### src/fdss_pkg.sv
// types, constants and the segment decoder of the four-digit scanner
// no dependencies
package fdss_pkg;

  typedef enum logic [0:0] {
    OpLoad = 1'b0,
    OpTick = 1'b1
  } fdss_op_e;

  typedef struct packed {
    fdss_op_e    opcode;
    logic [13:0] display_value;
  } fdss_in_t;

  typedef struct packed {
    logic [6:0] segments;
    logic [3:0] digit_select;
  } fdss_out_t;

  localparam logic [13:0] MaxShown  = 14'd9999;
  localparam logic [3:0]  MinSlots  = 4'd4;
  localparam logic [3:0]  SlotsRst  = 4'd8;
  localparam logic [3:0]  SelNone   = 4'b1111;

  // bit0 = a .. bit6 = g, 1 = lit
  function automatic logic [6:0] seg_of(input logic [3:0] digit);
    logic [6:0] seg;
    case (digit)
      4'd0:    seg = 7'h3F;
      4'd1:    seg = 7'h06;
      4'd2:    seg = 7'h5B;
      4'd3:    seg = 7'h4F;
      4'd4:    seg = 7'h66;
      4'd5:    seg = 7'h6D;
      4'd6:    seg = 7'h7D;
      4'd7:    seg = 7'h07;
      4'd8:    seg = 7'h7F;
      4'd9:    seg = 7'h6F;
      default: seg = 7'h00;
    endcase
    return seg;
  endfunction

endpackage

### src/four_digit_seven_segment_scanner.sv
// top level of the four-digit multiplexed seven-segment scanner
// depends on fdss_pkg
//
// Four-digit common-cathode display driver. A load transaction (opcode
// OpLoad) stores a value, saturated to 9999; a tick transaction (OpTick)
// advances the scan slot. Slots 1..4 drive thousands, hundreds, tens and
// units in turn (active-low select, bit0 = thousands) with that digit's
// segment pattern; slots 5 up to scan_slots hold the last digit lit, then
// the counter wraps to slot 1. scan_slots below 4 acts as 4. The first tick
// after reset only advances the counter. Every transaction returns exactly
// one result with the current segment and select outputs. Throughput is one
// transaction per clock unless a held result is stalled, the only case in
// which the input is stalled; the decode is single-pass logic between the
// input port and the result register. The user must write scan_slots through
// cfg_we_i/cfg_wdata_i only while the block idles; the block has no check.
module four_digit_seven_segment_scanner (
  input  logic               clk_i,
  input  logic               rst_ni,
  input  logic               in_valid_i,
  output logic               in_stall_o,
  input  fdss_pkg::fdss_in_t in_data_i,
  output logic               out_valid_o,
  input  logic               out_stall_i,
  output fdss_pkg::fdss_out_t out_data_o,
  input  logic               cfg_we_i,
  input  logic [3:0]         cfg_wdata_i
);
  import fdss_pkg::*;

  // slot codes of the four digits
  localparam logic [3:0] SlotThou = 4'd1;
  localparam logic [3:0] SlotHund = 4'd2;
  localparam logic [3:0] SlotTens = 4'd3;
  localparam logic [3:0] SlotUnit = 4'd4;

  // configuration
  logic [3:0] scan_slots_q;

  // shown value kept with its quotients by 1000, 100 and 10
  logic [13:0] val_q, val_d;
  logic [3:0]  q1000_q, q1000_d;
  logic [6:0]  q100_q, q100_d;
  logic [9:0]  q10_q, q10_d;

  // scan state and display registers
  logic [3:0] slot_q, slot_d;
  logic [6:0] seg_q, seg_d;
  logic [3:0] sel_q, sel_d;
  logic       out_valid_q, out_valid_d;

  logic accept;

  // handshake: a held result blocks the input only while it is stalled
  assign in_stall_o = out_valid_q & out_stall_i;
  assign accept     = in_valid_i & ~in_stall_o;
  assign out_valid_d = accept | (out_valid_q & out_stall_i);

  // load path: saturate, then divide by constants through reciprocals.
  // each reciprocal is rounded up and exact over 0..9999
  logic [13:0] sat_val;
  logic [27:0] prod1000;
  logic [26:0] prod100;
  logic [26:0] prod10;

  assign sat_val  = (in_data_i.display_value > MaxShown) ? MaxShown
                                                          : in_data_i.display_value;
  assign prod1000 = {14'd0, sat_val} * 28'd16778;   // 2^24 / 1000
  assign prod100  = {13'd0, sat_val} * 27'd10486;   // 2^20 / 100
  assign prod10   = {13'd0, sat_val} * 27'd13108;   // 2^17 / 10

  // tick path: hundreds and tens from one small reciprocal and a times-ten subtract, units from a subtract
  logic [14:0] q100_div;    // q100 * 205, 2^11 / 10
  logic [3:0]  hund_q10;
  logic [6:0]  hund_rem;
  logic [17:0] q10_div;     // q10 * 205, 2^11 / 10, exact up to 999
  logic [6:0]  tens_q10;
  logic [9:0]  tens_rem;
  logic [13:0] unit_rem;
  logic [3:0]  digit;

  assign q100_div = {8'd0, q100_q} * 15'd205;
  assign hund_q10 = q100_div[14:11];
  assign hund_rem = q100_q - ({3'd0, hund_q10} * 7'd10);

  assign q10_div  = {8'd0, q10_q} * 18'd205;
  assign tens_q10 = q10_div[17:11];
  assign tens_rem = q10_q - ({3'd0, tens_q10} * 10'd10);

  assign unit_rem = val_q - ({4'd0, q10_q} * 14'd10);

  // scan length and slot advance
  logic [3:0] scan_len;
  logic [4:0] slot_inc;

  assign scan_len = (scan_slots_q < MinSlots) ? MinSlots : scan_slots_q;
  assign slot_inc = {1'b0, slot_q} + 5'd1;

  always_comb begin
    val_d   = val_q;
    q1000_d = q1000_q;
    q100_d  = q100_q;
    q10_d   = q10_q;
    slot_d  = slot_q;
    seg_d   = seg_q;
    sel_d   = sel_q;
    digit   = q1000_q;
    // which digit this slot shows
    case (slot_q)
      SlotThou: digit = q1000_q;
      SlotHund: digit = hund_rem[3:0];
      SlotTens: digit = tens_rem[3:0];
      SlotUnit: digit = unit_rem[3:0];
      default:  digit = q1000_q;
    endcase
    if (accept) begin
      case (in_data_i.opcode)
        OpLoad: begin
          val_d   = sat_val;
          q1000_d = prod1000[27:24];
          q100_d  = prod100[26:20];
          q10_d   = prod10[26:17];
        end
        OpTick: begin
          // digit slots latch a new pattern; later slots hold the last one
          case (slot_q)
            SlotThou: begin
              sel_d = 4'b1110;
              seg_d = seg_of(digit);
            end
            SlotHund: begin
              sel_d = 4'b1101;
              seg_d = seg_of(digit);
            end
            SlotTens: begin
              sel_d = 4'b1011;
              seg_d = seg_of(digit);
            end
            SlotUnit: begin
              sel_d = 4'b0111;
              seg_d = seg_of(digit);
            end
            default: begin
              sel_d = sel_q;
            end
          endcase
          // wrap to slot one past the scan length, also when it was lowered
          slot_d = (slot_inc > {1'b0, scan_len}) ? SlotThou : slot_inc[3:0];
        end
        default: begin
          slot_d = slot_q;
        end
      endcase
    end
  end

  always_ff @(posedge clk_i or negedge rst_ni) begin
    if (!rst_ni) begin
      scan_slots_q <= SlotsRst;
      val_q        <= '0;
      q1000_q      <= '0;
      q100_q       <= '0;
      q10_q        <= '0;
      slot_q       <= '0;
      seg_q        <= '0;
      sel_q        <= SelNone;
      out_valid_q  <= 1'b0;
    end else begin
      if (cfg_we_i) begin
        scan_slots_q <= cfg_wdata_i;
      end
      val_q       <= val_d;
      q1000_q     <= q1000_d;
      q100_q      <= q100_d;
      q10_q       <= q10_d;
      slot_q      <= slot_d;
      seg_q       <= seg_d;
      sel_q       <= sel_d;
      out_valid_q <= out_valid_d;
    end
  end

  // display registers are the result; they only move on an accepted transaction
  assign out_valid_o             = out_valid_q;
  assign out_data_o.segments     = seg_q;
  assign out_data_o.digit_select = sel_q;

endmodule

### config.mk
export PLATFORM = sky130hd
export DESIGN_NAME = four_digit_seven_segment_scanner
export DESIGN_NICKNAME = d
export VERILOG_FILES = /design/src/fdss_pkg.sv /design/src/four_digit_seven_segment_scanner.sv
export SDC_FILE = /design/constraint.sdc
export NUM_CORES = 1
export LEC_CHECK = 0
export BUFFER_PORTS_ARGS = -buffer_cell sky130_fd_sc_hd__buf_2
export CAP_MARGIN = 20
export CORE_ASPECT_RATIO = 0.5
export CORE_MARGIN = 2
export CORE_UTILIZATION = 47
export DETAILED_ROUTE_END_ITERATION = 8
export PLACE_DENSITY = 0.7
export SLEW_MARGIN = 15
export SYNTH_ARGS = -nofsm -noshare
export SYNTH_HDL_FRONTEND = slang
export SYNTH_SLANG_ARGS = --single-unit
### constraint.sdc
create_clock -name clk_i -period 5.8 [get_ports clk_i]
set_input_delay 0.58 -clock clk_i [delete_from_list [all_inputs] [get_ports clk_i]]
set_output_delay 0.58 -clock clk_i [all_outputs]
set_load 0.02 [all_outputs]
==> flow_summary.json <==
{
  "die_h_um": 118,
  "cap_viol_max_count": 0,
  "ys_async_sr_fraction_pct": 100,
  "grt_first_pass_wirelength_um": 52300,
  "rsz0062_at_grt": "true",
  "synthXorXnorAreaFrac_pct": 3.14,
  "htree_levels": 2,
  "timing.final.crit_period_ns": 5.99,
  "first_pass_iters": 5,
  "yosysSeqAreaShare_pct": 9.31,
  "grt-ovfl-total": 0,
  "worstHoldPathType": "in2async",
  "drive_gt1_share_pct": 24.1,
  "hold_ws_ns": 0.164,
  "drtIter0Drc": 350,
  "final_cell_mix": "355 x inv_1, 286 x ha_1, 179 x buf_4",
  "r2r_slack_ns": -0.03,
  "yosys.area_share.simple_pct": 6.99,
  "netlist_area_um2": 12200,
  "synth_top_family_by_area": "adder cells",
  "die_area_um2": 27300,
  "failed_checks": "setup timing",
  "synth_cell_types": 60,
  "start_kind": "primary input",
  "portBuffers": 36,
  "arrival_ns": 6.12,
  "slew_violations": 0,
  "rows": 41,
  "cts_hold_buf": 0,
  "min_period_over_period_pct": 103,
  "drc": 0,
  "worst-path-max-fanout": 4,
  "syn2layout_area_growth_pct": 24.9,
  "ant_nets": 0,
  "initial_core_util_pct": 48.1,
  "hpwl_um": 26900,
  "synth.area.mux_share_pct": 0.885,
  "core_um2": 25300,
  "netlist_instances": 1290,
  "ios": 37,
  "cts.sinks": 45,
  "worstPathRequired_ns": 5.94,
  "synth_area_leader_cell": "ha_1",
  "synth-edff-count": 0,
  "fp.dieW_um": 231,
  "vias": 9618,
  "slew-limit-headroom_pct": 46.0,
  "status": "complete, but fails checks",
  "viasPerCell": 5.17,
  "synthAdderAreaFrac_pct": 58.4,
  "synth_ff_type": "dfrtp_1",
  "cts_tree": "done",
  "synth_area_leaders": "ha_1 32%, fa_1 26%, inv_1 11%",
  "clk_pin_slew_worst_paths_ns": 0.06,
  "grtUsageTotal_pct": 24.0,
  "path_class": "in2reg",
  "finalWirelength_um": 31400,
  "grt_max_degree": 50,
  "grt_pass1_vias": 10646,
  "antenna_found_initial": 0,
  "synth-compound-area-share_pct": 9.47,
  "cts_root_buf": "clkbuf_16",
  "hold_violations": 0,
  "yosysWarnings": 0,
  "skew_ns": 0.00675,
  "fmax_ghz": 0.167,
  "routedWlPerCell_um": 16.9,
  "cts-buffers-inserted": 5,
  "n_antenna_cell": 0,
  "seq_area_um2": 1140,
  "fillers": 2039,
  "syn-num-nets": 1787,
  "worst_pin_slew_ns": 0.810,
  "fin_nets": 2013,
  "setup_ws_ns": -0.187,
  "syn_avg_cell_area_um2": 9.43,
  "gp_congestion": 0.962,
  "multiInputGateArea_um2": 10300,
  "clk_path_buf_depth": 2,
  "ys_ff_latch": 45,
  "synth_top_area_share_pct": 32.4,
  "layout_commonest_cell": "inv_1",
  "insertion_delay_ns": 0.29,
  "setup_viol": 9,
  "cp-end-kind": "register"
}
## cell families (layout without fill, tap and decap cells)
| kind of cell | Yosys count | in the layout |
|---|---|---|
| adder cells (fa/ha/maj) | 473 | 473 |
| buffers and inverters | 380 | 607 |
| AND/OR/NAND/NOR | 171 | 171 |
| AO/OA/AOI/OAI | 169 | 169 |
| flip-flops | 45 | 45 |
| XOR/XNOR | 42 | 42 |
| multiplexers | 10 | 10 |
## what timing repair did
| item | CTS | global route |
|---|---|---|
| setup endpoints to repair | 24 | 25 |
| setup buffers | 15 | 7 |
| pin swaps | 49 | 22 |
| gates resized for setup | 85 | 45 |
## stage by stage
step	setup slack [ns]	instance area [um^2]	utilization, %	setup TNS [ns]	cells
4_1_cts	-0.272	14900	58.9	-1.14	1853
6_report	-0.187	15200	60.1	-0.734	1861
3_5_place_dp	-0.806	14100	55.7	-11.99	1830
2_1_floorplan	-0.0175	12200	-	-0.0189	1290
3_3_place_gp	-0.590	14100	55.7	-8.19	1830
5_1_grt	-0.449	15200	60.1	-5.66	1861
## flip-flops by register name (all words and copies together) (netlist names)
signal	flops
sel_q	4
q100_q	7
val_q	4
q10_q	10
out_valid_o	1
seg_q	7
q1000_q	4
scan_slots_q	4
slot_q	4
## synth_stat cells, types with 7 or more instances
library cell / number
a211oi_1: 9
a21o_1: 16
a21oi_1: 34
a31oi_1: 7
and3_1: 8
clkbuf_1: 11
dfrtp_1: 40
fa_1: 158
ha_1: 315
inv_1: 368
nand2_1: 50
nand2b_1: 19
nand3_1: 15
nand4_1: 7
nor2_1: 32
nor2b_1: 8
nor3_1: 9
o21a_1: 12
o21ai_0: 34
o31ai_1: 8
or2_2: 9
xnor2_1: 32
xor2_1: 9
## critical path: stages
cell and delay (ns):
buf_8 0.10, nor4_4 0.25, buf_4 0.18, o21ai_4 0.06, and2_4 0.19, nor2_4 0.14, inv_4 0.07, ha_4 0.27
inv_1 0.06, fa_1 0.51, inv_1 0.05, fa_1 0.48, fa_1 0.50, inv_1 0.06, fa_1 0.54, inv_1 0.05
ha_1 0.30, a21o_1 0.17, a21oi_2 0.12, o21ai_1 0.09, a21oi_2 0.18, o41ai_4 0.10, buf_6 0.15, a2111oi_4 0.38
o31ai_2 0.13, buf_4 0.15, xnor2_1 0.17, o21ai_1 0.09
## metal layers
layer	track usage [%]	vias to the layer above	share of wire, %
li1	-	4610	-
met5	0	-	0
met1	30.3	4710	43
met4	9.40	0	4.2
met2	42.7	215	49
met3	1.84	83	3.3
## final timing paths
path,end,start,depth (start not counted)
worst max register to register,seg_q[2],q10_q[2],22
worst max-delay path,q100_q[4],in_data_i[6],28
worst min register to register,sel_q[0],sel_q[0],2
min in group clk_i,scan_slots_q[3],cfg_wdata_i[3],3
worst min-delay path,seg_q[5],rst_ni,1
max in group asynchronous,scan_slots_q[3],rst_ni,2
## final cells by class
cell class                      count  share of cell area [%]
Clock inverter                      2                   0.255
Tap cell                          344                    2.83
Multi-Input combinational cell    865                    68.0
Timing Repair Buffer              231                    11.4
Sequential cell                    45                    7.48
Inverter                          368                    9.19
Clock buffer                        6                   0.849
Power is left out: the tool's default activity adds up to more than one toggle a clock period on the data nets, which glitch-free logic cannot reach.
